==> config.mk <==
export PLATFORM = sky130hd
export DESIGN_NAME = tlb_fifo_map_unmap_core
export DESIGN_NICKNAME = d
export VERILOG_FILES = /design/src/sv/tfmu_pkg.sv /design/src/sv/tfmu_front.sv /design/src/sv/tfmu_queue.sv /design/src/sv/tfmu_back.sv /design/src/sv/tlb_fifo_map_unmap_core.sv
export SDC_FILE = /design/constraint.sdc
export NUM_CORES = 1
export LEC_CHECK = 0
export BUFFER_PORTS_ARGS = -buffer_cell sky130_fd_sc_hd__buf_2
export CORE_MARGIN = 8
export CORE_UTILIZATION = 47
export DETAILED_ROUTE_END_ITERATION = 12
export PLACE_DENSITY = 0.68
export SLEW_MARGIN = 30
export SYNTH_ARGS = -nofsm -noshare
export SYNTH_HDL_FRONTEND = slang
export SYNTH_SLANG_ARGS = --single-unit
==> constraint.sdc <==
create_clock -name i_clk -period 37.6 [get_ports i_clk]
set_input_delay 7.52 -clock i_clk [delete_from_list [all_inputs] [get_ports i_clk]]
set_output_delay 7.52 -clock i_clk [all_outputs]
set_load 0.01 [all_outputs]
==> src/sv/tfmu_pkg.sv <==
// Shared types, codes and sizing constants of the TLB map and unmap core.
package tfmu_pkg;

    // Default sizing of the core.
    localparam int TLB_SLOTS_DEF     = 8;
    localparam int VPAGE_BITS_DEF    = 8;
    localparam int FRAME_BITS_DEF    = 8;
    localparam int PROCESS_COUNT_DEF = 4;

    // Depth of the queue between the front and back parts.
    localparam int QUEUE_DEPTH = 2;

    // Saturation value of a slot age.
    localparam logic [7:0] AGE_MAX = 8'd255;

    // Operation codes on the input channel.
    localparam logic [1:0] OP_MAP    = 2'd0;
    localparam logic [1:0] OP_UNMAP  = 2'd1;
    localparam logic [1:0] OP_SWITCH = 2'd2;
    localparam logic [1:0] OP_NONE   = 2'd3;

    // Codes of the slot_source result field.
    localparam logic [1:0] SRC_NONE  = 2'd0;
    localparam logic [1:0] SRC_MATCH = 2'd1;
    localparam logic [1:0] SRC_FREE  = 2'd2;
    localparam logic [1:0] SRC_EVICT = 2'd3;

    // Work kinds after classification in the front part.
    typedef enum logic [1:0] {
        K_MAP,
        K_UNMAP,
        K_SWITCH,
        K_NOP
    } t_kind;

    // States of the back part.
    typedef enum logic [1:0] {
        BK_CLEAR,
        BK_IDLE,
        BK_EXEC
    } t_back_state;

    typedef struct packed {
        logic [1:0] operation;
        logic [7:0] virtual_page;
        logic [7:0] physical_frame;
        logic [1:0] new_process;
    } t_in_item;

    typedef struct packed {
        logic [1:0] current_process;
        logic [2:0] slot_index;
        logic       slot_touched;
        logic [1:0] slot_source;
    } t_out_item;

    // Classified work item passed through the queue.
    typedef struct packed {
        t_kind      kind;
        logic [7:0] page;
        logic [7:0] frame;
        logic [1:0] proc;
    } t_work;

endpackage

==> src/sv/tfmu_front.sv <==
// Front part: accepts input transactions, masks and classifies them, and feeds the queue.
module tfmu_front
    import tfmu_pkg::*;
#(
    parameter int VPAGE_BITS    = VPAGE_BITS_DEF,
    parameter int FRAME_BITS    = FRAME_BITS_DEF,
    parameter int PROCESS_COUNT = PROCESS_COUNT_DEF
) (
    input  logic     i_clk,
    input  logic     i_rst_n,
    input  logic     i_valid,
    output logic     o_stall,
    input  t_in_item i_item,
    input  logic     i_clearing,
    input  logic     i_q_full,
    output logic     o_push,
    output t_work    o_work
);

    localparam logic [7:0] PAGE_MASK  = 8'((9'd1 << VPAGE_BITS) - 9'd1);
    localparam logic [7:0] FRAME_MASK = 8'((9'd1 << FRAME_BITS) - 9'd1);

    logic  r_valid, n_valid;
    t_work r_work, n_work;
    logic  accept;

    assign o_stall = i_clearing || (r_valid && i_q_full);
    assign accept  = i_valid && !o_stall;
    assign o_push  = r_valid && !i_q_full;
    assign o_work  = r_work;

    always_comb begin
        n_work.page  = i_item.virtual_page & PAGE_MASK;
        n_work.frame = i_item.physical_frame & FRAME_MASK;
        n_work.proc  = i_item.new_process;
        unique case (i_item.operation)
            OP_MAP:    n_work.kind = K_MAP;
            OP_UNMAP:  n_work.kind = K_UNMAP;
            // A switch to a process id that does not exist changes nothing.
            OP_SWITCH: n_work.kind = (32'(i_item.new_process) < PROCESS_COUNT) ? K_SWITCH : K_NOP;
            OP_NONE:   n_work.kind = K_NOP;
            default:   n_work.kind = K_NOP;
        endcase
    end

    always_comb begin
        if (accept) begin
            n_valid = 1'b1;
        end else if (o_push) begin
            n_valid = 1'b0;
        end else begin
            n_valid = r_valid;
        end
    end

    always_ff @(posedge i_clk) begin
        if (!i_rst_n) begin
            r_valid <= 1'b0;
        end else begin
            r_valid <= n_valid;
        end
        if (accept) begin
            r_work <= n_work;
        end
    end

endmodule

==> src/sv/tfmu_queue.sv <==
// Short queue of classified work items between the front and back parts.
module tfmu_queue
    import tfmu_pkg::*;
(
    input  logic  i_clk,
    input  logic  i_rst_n,
    input  logic  i_push,
    input  t_work i_work,
    output logic  o_full,
    input  logic  i_pop,
    output logic  o_valid,
    output t_work o_work
);

    localparam int PTR_W = (QUEUE_DEPTH > 1) ? $clog2(QUEUE_DEPTH) : 1;
    localparam int CNT_W = $clog2(QUEUE_DEPTH + 1);

    t_work             r_cells [QUEUE_DEPTH];
    logic [PTR_W-1:0]  r_wr_ptr, n_wr_ptr;
    logic [PTR_W-1:0]  r_rd_ptr, n_rd_ptr;
    logic [CNT_W-1:0]  r_count, n_count;
    logic              do_push, do_pop;

    assign o_full  = (r_count == CNT_W'(QUEUE_DEPTH));
    assign o_valid = (r_count != '0);
    assign o_work  = r_cells[r_rd_ptr];
    assign do_push = i_push && !o_full;
    assign do_pop  = i_pop && o_valid;

    always_comb begin
        n_wr_ptr = r_wr_ptr;
        n_rd_ptr = r_rd_ptr;
        n_count  = r_count;
        if (do_push) begin
            n_wr_ptr = (r_wr_ptr == PTR_W'(QUEUE_DEPTH - 1)) ? '0 : r_wr_ptr + 1'b1;
        end
        if (do_pop) begin
            n_rd_ptr = (r_rd_ptr == PTR_W'(QUEUE_DEPTH - 1)) ? '0 : r_rd_ptr + 1'b1;
        end
        if (do_push && !do_pop) begin
            n_count = r_count + 1'b1;
        end else if (do_pop && !do_push) begin
            n_count = r_count - 1'b1;
        end
    end

    always_ff @(posedge i_clk) begin
        if (!i_rst_n) begin
            r_wr_ptr <= '0;
            r_rd_ptr <= '0;
            r_count  <= '0;
        end else begin
            r_wr_ptr <= n_wr_ptr;
            r_rd_ptr <= n_rd_ptr;
            r_count  <= n_count;
        end
        if (do_push) begin
            r_cells[r_wr_ptr] <= i_work;
        end
    end

endmodule

==> src/sv/tfmu_back.sv <==
// Back part: TLB slots, page table memory, current process and the result register.
module tfmu_back
    import tfmu_pkg::*;
#(
    parameter int TLB_SLOTS     = TLB_SLOTS_DEF,
    parameter int VPAGE_BITS    = VPAGE_BITS_DEF,
    parameter int FRAME_BITS    = FRAME_BITS_DEF,
    parameter int PROCESS_COUNT = PROCESS_COUNT_DEF
) (
    input  logic      i_clk,
    input  logic      i_rst_n,
    input  logic      i_q_valid,
    input  t_work     i_q_work,
    output logic      o_pop,
    output logic      o_clearing,
    output logic      o_valid,
    input  logic      i_stall,
    output t_out_item o_item
);

    localparam int SLOT_W   = $clog2(TLB_SLOTS);
    localparam int PT_DEPTH = PROCESS_COUNT << VPAGE_BITS;
    localparam int PT_AW    = $clog2(PT_DEPTH);

    t_back_state r_state, n_state;

    logic [VPAGE_BITS-1:0] r_tlb_page  [TLB_SLOTS];
    logic [FRAME_BITS-1:0] r_tlb_frame [TLB_SLOTS];
    logic [1:0]            r_tlb_proc  [TLB_SLOTS];
    logic                  r_tlb_valid [TLB_SLOTS];
    logic [7:0]            r_tlb_age   [TLB_SLOTS];

    logic [FRAME_BITS-1:0] r_pt_frame [PT_DEPTH];
    logic                  r_pt_valid [PT_DEPTH];

    logic [PT_AW-1:0] r_clr_addr;
    logic             clr_done;
    logic [1:0]       r_active, n_active;
    t_work            r_work;
    logic             r_out_valid;
    t_out_item        r_out, n_out;

    logic              commit;
    logic              match_found, free_found;
    logic [SLOT_W-1:0] match_idx, free_idx, old_idx, sel_idx;
    logic [7:0]        old_age;
    logic [1:0]        sel_src;
    logic [PT_AW-1:0]  pt_addr;

    assign clr_done   = (r_clr_addr == PT_AW'(PT_DEPTH - 1));
    assign o_clearing = (r_state == BK_CLEAR);
    assign o_valid    = r_out_valid;
    assign o_item     = r_out;
    assign pt_addr    = PT_AW'({r_active, r_work.page[VPAGE_BITS-1:0]});

    // Next state.
    always_comb begin
        n_state = r_state;
        unique case (r_state)
            BK_CLEAR: if (clr_done)  n_state = BK_IDLE;
            BK_IDLE:  if (i_q_valid) n_state = BK_EXEC;
            BK_EXEC:  if (commit)    n_state = BK_IDLE;
            default:  n_state = BK_IDLE;
        endcase
    end

    // State outputs.
    always_comb begin
        o_pop  = 1'b0;
        commit = 1'b0;
        unique case (r_state)
            BK_CLEAR: ;
            BK_IDLE:  o_pop  = i_q_valid;
            BK_EXEC:  commit = !r_out_valid || !i_stall;
            default:  ;
        endcase
    end

    // Slot search: first tag match, first free slot, oldest slot.
    always_comb begin
        match_found = 1'b0;
        match_idx   = '0;
        free_found  = 1'b0;
        free_idx    = '0;
        old_idx     = '0;
        old_age     = r_tlb_age[0];
        for (int i = 0; i < TLB_SLOTS; i++) begin
            if (!match_found && r_tlb_page[i] == r_work.page[VPAGE_BITS-1:0] &&
                r_tlb_proc[i] == r_active && (r_work.kind != K_UNMAP || r_tlb_valid[i])) begin
                match_found = 1'b1;
                match_idx   = SLOT_W'(i);
            end
            if (!free_found && !r_tlb_valid[i]) begin
                free_found = 1'b1;
                free_idx   = SLOT_W'(i);
            end
            if (r_tlb_age[i] > old_age) begin
                old_age = r_tlb_age[i];
                old_idx = SLOT_W'(i);
            end
        end
        if (match_found) begin
            sel_idx = match_idx;
            sel_src = SRC_MATCH;
        end else if (free_found) begin
            sel_idx = free_idx;
            sel_src = SRC_FREE;
        end else begin
            sel_idx = old_idx;
            sel_src = SRC_EVICT;
        end
    end

    // Result of the work item in execution.
    always_comb begin
        n_active = r_active;
        n_out    = '0;
        case (r_work.kind)
            K_MAP: begin
                n_out.slot_index   = 3'(sel_idx);
                n_out.slot_touched = 1'b1;
                n_out.slot_source  = sel_src;
            end
            K_UNMAP: begin
                if (match_found) begin
                    n_out.slot_index   = 3'(match_idx);
                    n_out.slot_touched = 1'b1;
                    n_out.slot_source  = SRC_MATCH;
                end
            end
            K_SWITCH: n_active = r_work.proc;
            default: ;
        endcase
        n_out.current_process = n_active;
    end

    always_ff @(posedge i_clk) begin
        if (!i_rst_n) begin
            r_state     <= BK_CLEAR;
            r_clr_addr  <= '0;
            r_active    <= '0;
            r_out_valid <= 1'b0;
            for (int i = 0; i < TLB_SLOTS; i++) begin
                r_tlb_page[i]  <= '0;
                r_tlb_frame[i] <= '0;
                r_tlb_proc[i]  <= '0;
                r_tlb_valid[i] <= 1'b0;
                r_tlb_age[i]   <= '0;
            end
        end else begin
            r_state <= n_state;
            if (r_state == BK_CLEAR && !clr_done) begin
                r_clr_addr <= r_clr_addr + 1'b1;
            end
            if (commit) begin
                r_out_valid <= 1'b1;
                r_active    <= n_active;
            end else if (!i_stall) begin
                r_out_valid <= 1'b0;
            end
            if (commit && r_work.kind == K_MAP) begin
                // The written slot restarts at age zero; every other valid slot ages.
                for (int i = 0; i < TLB_SLOTS; i++) begin
                    if (SLOT_W'(i) == sel_idx) begin
                        r_tlb_age[i] <= '0;
                    end else if (r_tlb_valid[i] && r_tlb_age[i] != AGE_MAX) begin
                        r_tlb_age[i] <= r_tlb_age[i] + 8'd1;
                    end
                end
                r_tlb_page[sel_idx]  <= r_work.page[VPAGE_BITS-1:0];
                r_tlb_frame[sel_idx] <= r_work.frame[FRAME_BITS-1:0];
                r_tlb_proc[sel_idx]  <= r_active;
                r_tlb_valid[sel_idx] <= 1'b1;
            end
            if (commit && r_work.kind == K_UNMAP && match_found) begin
                r_tlb_valid[match_idx] <= 1'b0;
            end
        end
        if (o_pop) begin
            r_work <= i_q_work;
        end
        if (commit) begin
            r_out <= n_out;
        end
    end

    // Page table memory: one write port, shared by the clearing pass and by commits.
    always_ff @(posedge i_clk) begin
        if (r_state == BK_CLEAR) begin
            r_pt_frame[r_clr_addr] <= '0;
            r_pt_valid[r_clr_addr] <= 1'b0;
        end else if (commit && r_work.kind == K_MAP) begin
            r_pt_frame[pt_addr] <= r_work.frame[FRAME_BITS-1:0];
            r_pt_valid[pt_addr] <= 1'b1;
        end else if (commit && r_work.kind == K_UNMAP) begin
            r_pt_valid[pt_addr] <= 1'b0;
        end
    end

    a_no_pop_in_clear: assert property (@(posedge i_clk) disable iff (!i_rst_n)
        (r_state == BK_CLEAR) |-> !o_pop)
        else $error("work taken from the queue during the clearing pass");

    a_pop_to_exec: assert property (@(posedge i_clk) disable iff (!i_rst_n)
        o_pop |=> (r_state == BK_EXEC))
        else $error("popped work item did not enter execution");

    a_map_writes_slot: assert property (@(posedge i_clk) disable iff (!i_rst_n)
        (commit && r_work.kind == K_MAP) |=>
        (r_tlb_valid[$past(sel_idx)] && r_tlb_age[$past(sel_idx)] == 8'd0))
        else $error("mapped slot is not valid with age zero");

    a_result_follows_commit: assert property (@(posedge i_clk) disable iff (!i_rst_n)
        commit |=> r_out_valid)
        else $error("commit did not load the result register");

endmodule

==> src/sv/tlb_fifo_map_unmap_core.sv <==
// Top level of the process-tagged TLB with per-process page table and FIFO replacement.
//
// Input channel: i_in_valid, o_in_stall and the i_in payload carry map, unmap and
// process switch commands; a transaction completes at a rising edge with valid high
// and stall low. Output channel: o_out_valid, i_out_stall and o_out return exactly one
// result transaction per input transaction, in order.
// The front part registers and classifies each command, a two-entry queue decouples
// it from the back part, and the back part searches the slots, updates the TLB and the
// page table and loads the result register.
// From input acceptance to o_out_valid a command passes the front register, the queue,
// the back work register and the result register. The back part takes one command from
// the queue in BK_IDLE and searches and commits it in BK_EXEC before it takes the next.
// After reset the back part clears the page table memory, one entry per cycle, all
// PROCESS_COUNT << VPAGE_BITS entries (1024 by default); o_in_stall is high during that
// pass. The TLB slots, ages and current process reset to zero at once.
// When the receiver stalls, the result stays in the output register; the back part
// holds its next command, and the queue and front part keep accepting until full.
module tlb_fifo_map_unmap_core
    import tfmu_pkg::*;
#(
    parameter int TLB_SLOTS     = TLB_SLOTS_DEF,
    parameter int VPAGE_BITS    = VPAGE_BITS_DEF,
    parameter int FRAME_BITS    = FRAME_BITS_DEF,
    parameter int PROCESS_COUNT = PROCESS_COUNT_DEF
) (
    input  logic      i_clk,
    input  logic      i_rst_n,
    input  logic      i_in_valid,
    output logic      o_in_stall,
    input  t_in_item  i_in,
    output logic      o_out_valid,
    input  logic      i_out_stall,
    output t_out_item o_out
);

    // Classified work leaving the front register and entering the queue.
    t_work push_work;
    logic  push;
    logic  q_full;

    // Head of the queue as seen by the back part.
    t_work q_work;
    logic  q_valid;
    logic  pop;

    // High while the page table clearing pass runs.
    logic  clearing;

    tfmu_front #(
        .VPAGE_BITS    (VPAGE_BITS),
        .FRAME_BITS    (FRAME_BITS),
        .PROCESS_COUNT (PROCESS_COUNT)
    ) u_front (
        .i_clk      (i_clk),
        .i_rst_n    (i_rst_n),
        .i_valid    (i_in_valid),
        .o_stall    (o_in_stall),
        .i_item     (i_in),
        .i_clearing (clearing),
        .i_q_full   (q_full),
        .o_push     (push),
        .o_work     (push_work)
    );

    tfmu_queue u_queue (
        .i_clk   (i_clk),
        .i_rst_n (i_rst_n),
        .i_push  (push),
        .i_work  (push_work),
        .o_full  (q_full),
        .i_pop   (pop),
        .o_valid (q_valid),
        .o_work  (q_work)
    );

    tfmu_back #(
        .TLB_SLOTS     (TLB_SLOTS),
        .VPAGE_BITS    (VPAGE_BITS),
        .FRAME_BITS    (FRAME_BITS),
        .PROCESS_COUNT (PROCESS_COUNT)
    ) u_back (
        .i_clk      (i_clk),
        .i_rst_n    (i_rst_n),
        .i_q_valid  (q_valid),
        .i_q_work   (q_work),
        .o_pop      (pop),
        .o_clearing (clearing),
        .o_valid    (o_out_valid),
        .i_stall    (i_out_stall),
        .o_item     (o_out)
    );

endmodule

### Word-level counts from Yosys, hierarchy flattened

Memory sizes are Yosys's and may differ from the RTL's. A register that Yosys moved wholly into a read port is not among the register bits.
Index checks and enable logic that the tools add are counted.

* flip-flop bits (word level): 48
* bits in writable memories: 192
* input port bits: 24
* memories: 5

* add/sub/neg operators: 13
* $lt $le $gt $ge: 7
* equality and inequality tests: 45
* mux-type cells: 174
* bitwise operators: 16
* reduce and logical (&&, ||, !) cells: 98

Memories
* u_back.r_tlb_age: words 8, bits a word 8, rd ports 8, clocked after Yosys merged registers in 0, wr ports 8, RTL line tfmu_back.sv:31 `logic [7:0] r_tlb_age [TLB_SLOTS];`
* u_back.r_tlb_page: words 8, bits a word 8, rd ports 8, clocked after Yosys merged registers in 0, wr ports 8, RTL line tfmu_back.sv:27 `logic [VPAGE_BITS-1:0] r_tlb_page [TLB_SLOTS];`
* u_queue.r_cells: words 2, bits a word 20, rd ports 1, clocked after Yosys merged registers in 1, wr ports 1, RTL line tfmu_queue.sv:18 `t_work r_cells [QUEUE_DEPTH];`
* u_back.r_tlb_proc: words 8, bits a word 2, rd ports 8, clocked after Yosys merged registers in 0, wr ports 8, RTL line tfmu_back.sv:29 `logic [1:0] r_tlb_proc [TLB_SLOTS];`
* u_back.r_tlb_valid: words 8, bits a word 1, rd ports 8, clocked after Yosys merged registers in 0, wr ports 8, RTL line tfmu_back.sv:30 `logic r_tlb_valid [TLB_SLOTS];`

Operator list (number)
* two-way mux 8 bit: 23
* two-way mux 1 bit: 115
* adder 8 x 1 -> 8 bit (second input constant): 8
* equality test 8 bit: 8
* != test 8 bit (second input constant): 8
* greater-than comparator 8 bit: 7
* two-way mux 3 bit: 18
* logical AND 1 bit: 49
* two-way mux 2 bit: 14
* zero test 1 bit: 27
* equality test 2 bit: 8
* OR 1 bit: 16
* equality test 3 bit (first input constant): 4
* case mux 6 bit (2 select lines): 1
* adder 10 x 1 -> 10 bit (second input constant): 1
* equality test 10 bit (second input constant): 1
* equality test 2 bit (second input constant): 5
* logical OR 1 bit: 10
* != test 2 x 1 -> 1 bit (second input constant): 5
* case mux 2 bit (4 select lines): 1
* OR reduction 8 bit: 1
* equality test 2 x 1 -> 1 bit (second input constant): 3
* equality test 2 x 3 -> 1 bit (first input constant): 2
* zero test 2 bit: 3
* other kinds (11): 15

### Depth between registers and ports, before layout

An unclocked memory read counts as a cell.

* depth after elaboration: 48
* gate-level depth with buffers: 81
* mapped depth without buffers: 74

### Cells and area by module

From an unflattened synthesis, not the netlist that was laid out.

* cell total of the unflattened synthesis: 1233
* area, all modules: 13963.4 sq um

Modules (own cells, without submodules)
* tfmu_back: instances 1, cells an instance 1117, area each 11616.1 sq um, sequential area each 5385.2 sq um
* tfmu_queue: instances 1, cells an instance 87, area each 1672.9 sq um, sequential area each 1301.2 sq um
* tfmu_front: instances 1, cells an instance 29, area each 674.4 sq um, sequential area each 620.6 sq um

### Least setup slack after synthesis

OpenSTA, ideal clock, no wires.

* path type: reg-to-reg
* from: mem u_back.r_tlb_age[0][5]
* to: mem u_back.r_tlb_page[1][0] (netlist bit) (enable)
* library setup time: 0.391 ns
* arrival time: 14.365 ns
* slack: 22.845 ns
* cell stages (with the launch flop): 73
* path buffers: 6
* path through: edfxtp_1 -> inv_1 -> ha_1 -> a211oi_2 -> nor2_1 -> nor2_1 -> o21ai_0 -> o21ai_1 -> mux2i_1 -> ha_1 -> nor2b_4 -> o211a_1 -> o31ai_2 -> o22ai_1 -> nor4_1 -> nor2_1 -> clkbuf_1 -> o21ai_0 -> (+37 left out) -> o21ai_0 -> nand2b_1 -> a21oi_1 -> o21ai_0 -> o21ai_1 -> mux2_2 -> ha_1 -> a21o_1 -> a211o_1 -> a21oi_1 -> o21ai_0 -> a21oi_1 -> nand2_1 -> nor4_1 -> a21o_1 -> buf_6 -> nand3_1 -> o21ai_0

RTL lines (RTL line)
* start, declared: tfmu_back.sv:31
* end, declared: tfmu_back.sv:27

==> results.toml <==
[die]
coreArea_um2 = 27700
fp.dieW_um = 183
die_y_um = 183
ios = 34
die_area_um2 = 33600
initial_core_util_pct = 47.5
rows = 61

[cts]
clock-sinks = 228
post_cts_buffers = 0
cts_root_buffer = "clkbuf_16"
clk_latency_ps = 530
cts_buffer_depth = 3
htreeDepth = 1
cts_inserted_buffers = 25
cts_resized = 0
cts_tree = "built"
cts_hold_buffers = 0
clk_pin_slew_worst_paths_ps = 60

[placement]
finalWeightedCongestion = 0.834
place_hpwl_um = 18500
pre_cts_slack_ps = 19560
port_buffers = 25
place_area_um2 = 13600

[route]
drtIter0Drc = 592
vias = 8701
viasPerCell = 5.46
firstDrtPassIters = 5
drtAntennaViolNets = 0
wl_per_cell_um = 16.4
finalWirelength_um = 26100
remaining_drc_errors = 0

[worst_setup_path]
critPathRequiredTime_ps = 37770
endpoint_kind = "flip-flop"
critPathMaxFanout = 17
cpMaxStageDelayCell = "nor4_2"
start_kind = "flip-flop"
max_stage_delay_ps = 890
crit_type = "reg -> reg"
cp_common_cell = "ha_1"
arrival_ps = 18070

[global_routing]
grt_overflow = 0
grt_max_degree = 49
grt_util_all_layers_pct = 15.7
grt_pass1_wl_um = 43600
grt_pass1_vias = 8619
antenna_found_initial = 0

[yosys]
yosys.area.top_type = "edfxtp_1"
synth_cells = 1191
synth-warning-count = 0
ys.flop_type = "edfxtp_1"
synth_edf_count = 200
avgSynthCellArea_um2 = 11.0
ys_seq_area_share_pct = 49.9
postSynth.asyncResetShare_pct = 0
syn_area_um2 = 13200
yosysTopAreaCellShare_pct = 45.6
synth-seq-cells = 228
synth_cell_types = 74
syn_nets = 1277
ys_top_cells_by_area = "edfxtp_1 46%, xnor2_1 6.9%, ha_1 5.9%, and2_1 4.5%, dfxtp_1 4.3%"

[power]
peakVddDrop_mv = 0.0487
cellPowerDensity_nw_per_um2 = 46.8
p_leak_nw = 5.29

[layout]
layout_commonest_cell = "edfxtp_1"
final_cell_mix = "200 x edfxtp_1, 103 x xnor2_1, 96 x nor2_1, 94 x and2_1, 62 x ha_1"
seqCellArea_um2 = 6570
layout-drive-gt1-share_pct = 10.4
area_growth_pct = 9.57
multiInputGateArea_um2 = 6160
fillers = 2383
antenna_cells = 0
fin_nets = 1284
stdcell_area_um2 = 14400
post-route-util_pct = 52.0

[timing]
max_slew.worst_pin.slew_ps = 952
slew_headroom_pct = 36.1
rsz0062_at_grt = "false"
timing.fmax_mhz = 55.9
setup_slack_ps = 19700
skew_ps = 16.1
hold_violations = 0
fin_tns_setup_ps = 0
fin_crit_ps = 17900
fin_crit_sh_pct = 47.6
setup-violations-final = 0
drv_slew = 0

[hold_path]
hold_path_class = "reg -> reg"

[status]
status = "finished clean"

[job]
drv_cap = 0
## flip-flops by register name, summed over array words and instances (netlist names), 4 cells and up
register	cells
u_back.o_item	8
u_back.pt_addr	8
u_back.r_clr_addr	10
u_back.r_tlb_age	64
u_back.r_tlb_page	64
u_back.r_tlb_proc	16
u_back.r_tlb_valid	8
u_back.r_work	4
u_front.o_work	12
u_queue.r_cells	24
## metal layers
metal | vias to the layer above | routed length [um] | GRT usage, %
met2 | 172 | 12300 | 26.0
met1 | 4190 | 12200 | 21.2
met5 | - | 0 | 0
met4 | 0 | 570 | 4.23
met3 | 39 | 1020 | 2.20
li1 | 4300 | - | -
## synthesized netlist by cell type (5+ instances only)
| cell | count |
|---|---|
| a21boi_0 | 8 |
| a21o_1 | 11 |
| a21oi_1 | 26 |
| a31oi_1 | 12 |
| and2_1 | 94 |
| and3_1 | 10 |
| buf_2 | 5 |
| clkbuf_1 | 36 |
| dfxtp_1 | 28 |
| edfxtp_1 | 200 |
| ha_1 | 62 |
| inv_1 | 55 |
| mux2_2 | 19 |
| mux2i_1 | 28 |
| nand2_1 | 61 |
| nand2b_1 | 17 |
| nand3_1 | 51 |
| nand3b_1 | 8 |
| nand4_1 | 26 |
| nor2_1 | 97 |
| nor2b_1 | 13 |
| nor3_1 | 11 |
| nor4_1 | 11 |
| o211ai_1 | 7 |
| o21ai_0 | 50 |
| o21ai_1 | 5 |
| o311ai_0 | 5 |
| or3_1 | 9 |
| xnor2_1 | 103 |
| xor2_1 | 36 |
## cell type report
class | instances | share of cell area, %
Multi-Input combinational cell | 855 | 42.7
Inverter | 55 | 1.43
Clock buffer | 29 | 4.44
Clock inverter | 17 | 1.27
Timing Repair Buffer | 33 | 1.28
Tap cell | 378 | 3.28
Sequential cell | 228 | 45.6
## stage by stage
| step | std cells | hold WS, ps | total power [mW] |
|---|---|---|---|
| after CTS | 1595 | 441 | 0.680 |
| after detailed placement | 1549 | 433 | 0.435 |
| after global routing | 1595 | 458 | 0.710 |
| after floorplan | 1191 | 421 | 0.405 |
| after global placement | 1549 | 422 | 0.430 |
| final | 1595 | 439 | 0.675 |
## final timing paths
kind                                from                 endpoint  slack [ps]  cells past startpoint
hold reg to reg       u_front.o_work[18]   u_queue.r_cells[1][18]         440                      0
setup / recovery  u_back.r_tlb_age[0][5]  u_back.r_tlb_page[2][7]       19700                     67
hold / removal        u_front.o_work[18]   u_queue.r_cells[1][18]         440                      0
setup reg to reg  u_back.r_tlb_age[0][5]  u_back.r_tlb_page[2][7]       19700                     67
## critical path, delay by kind of cell, from the launching register on
kind / cells / cell delay [ps]
adder cells (fa/ha/maj): 7 / 2120
multiplexers: 6 / 2180
AO/OA/AOI/OAI: 30 / 6170
AND/OR/NAND/NOR: 20 / 6140
flip-flops: 1 / 420
buffers and inverters: 4 / 460
## report_power, final
part	internal, mW	total [mW]	switching, mW	leakage, nW
sequential	0.279	0.285	0.00513	2.21
clock	0.144	0.244	0.100	0.392
combinational	0.0594	0.146	0.0863	2.68
total	0.483	0.675	0.192	5.29
## cell families after synthesis
logic type,count (synthesis),share of synthesized area (%)
compound gates,172,9.31
mux,48,3.87
flops,228,49.9
buf+inv,108,3.45
fa+ha+maj,62,5.90
simple gates,434,18.3
xor+xnor,139,9.25
Note: power is estimated with default switching activity, not from simulation.
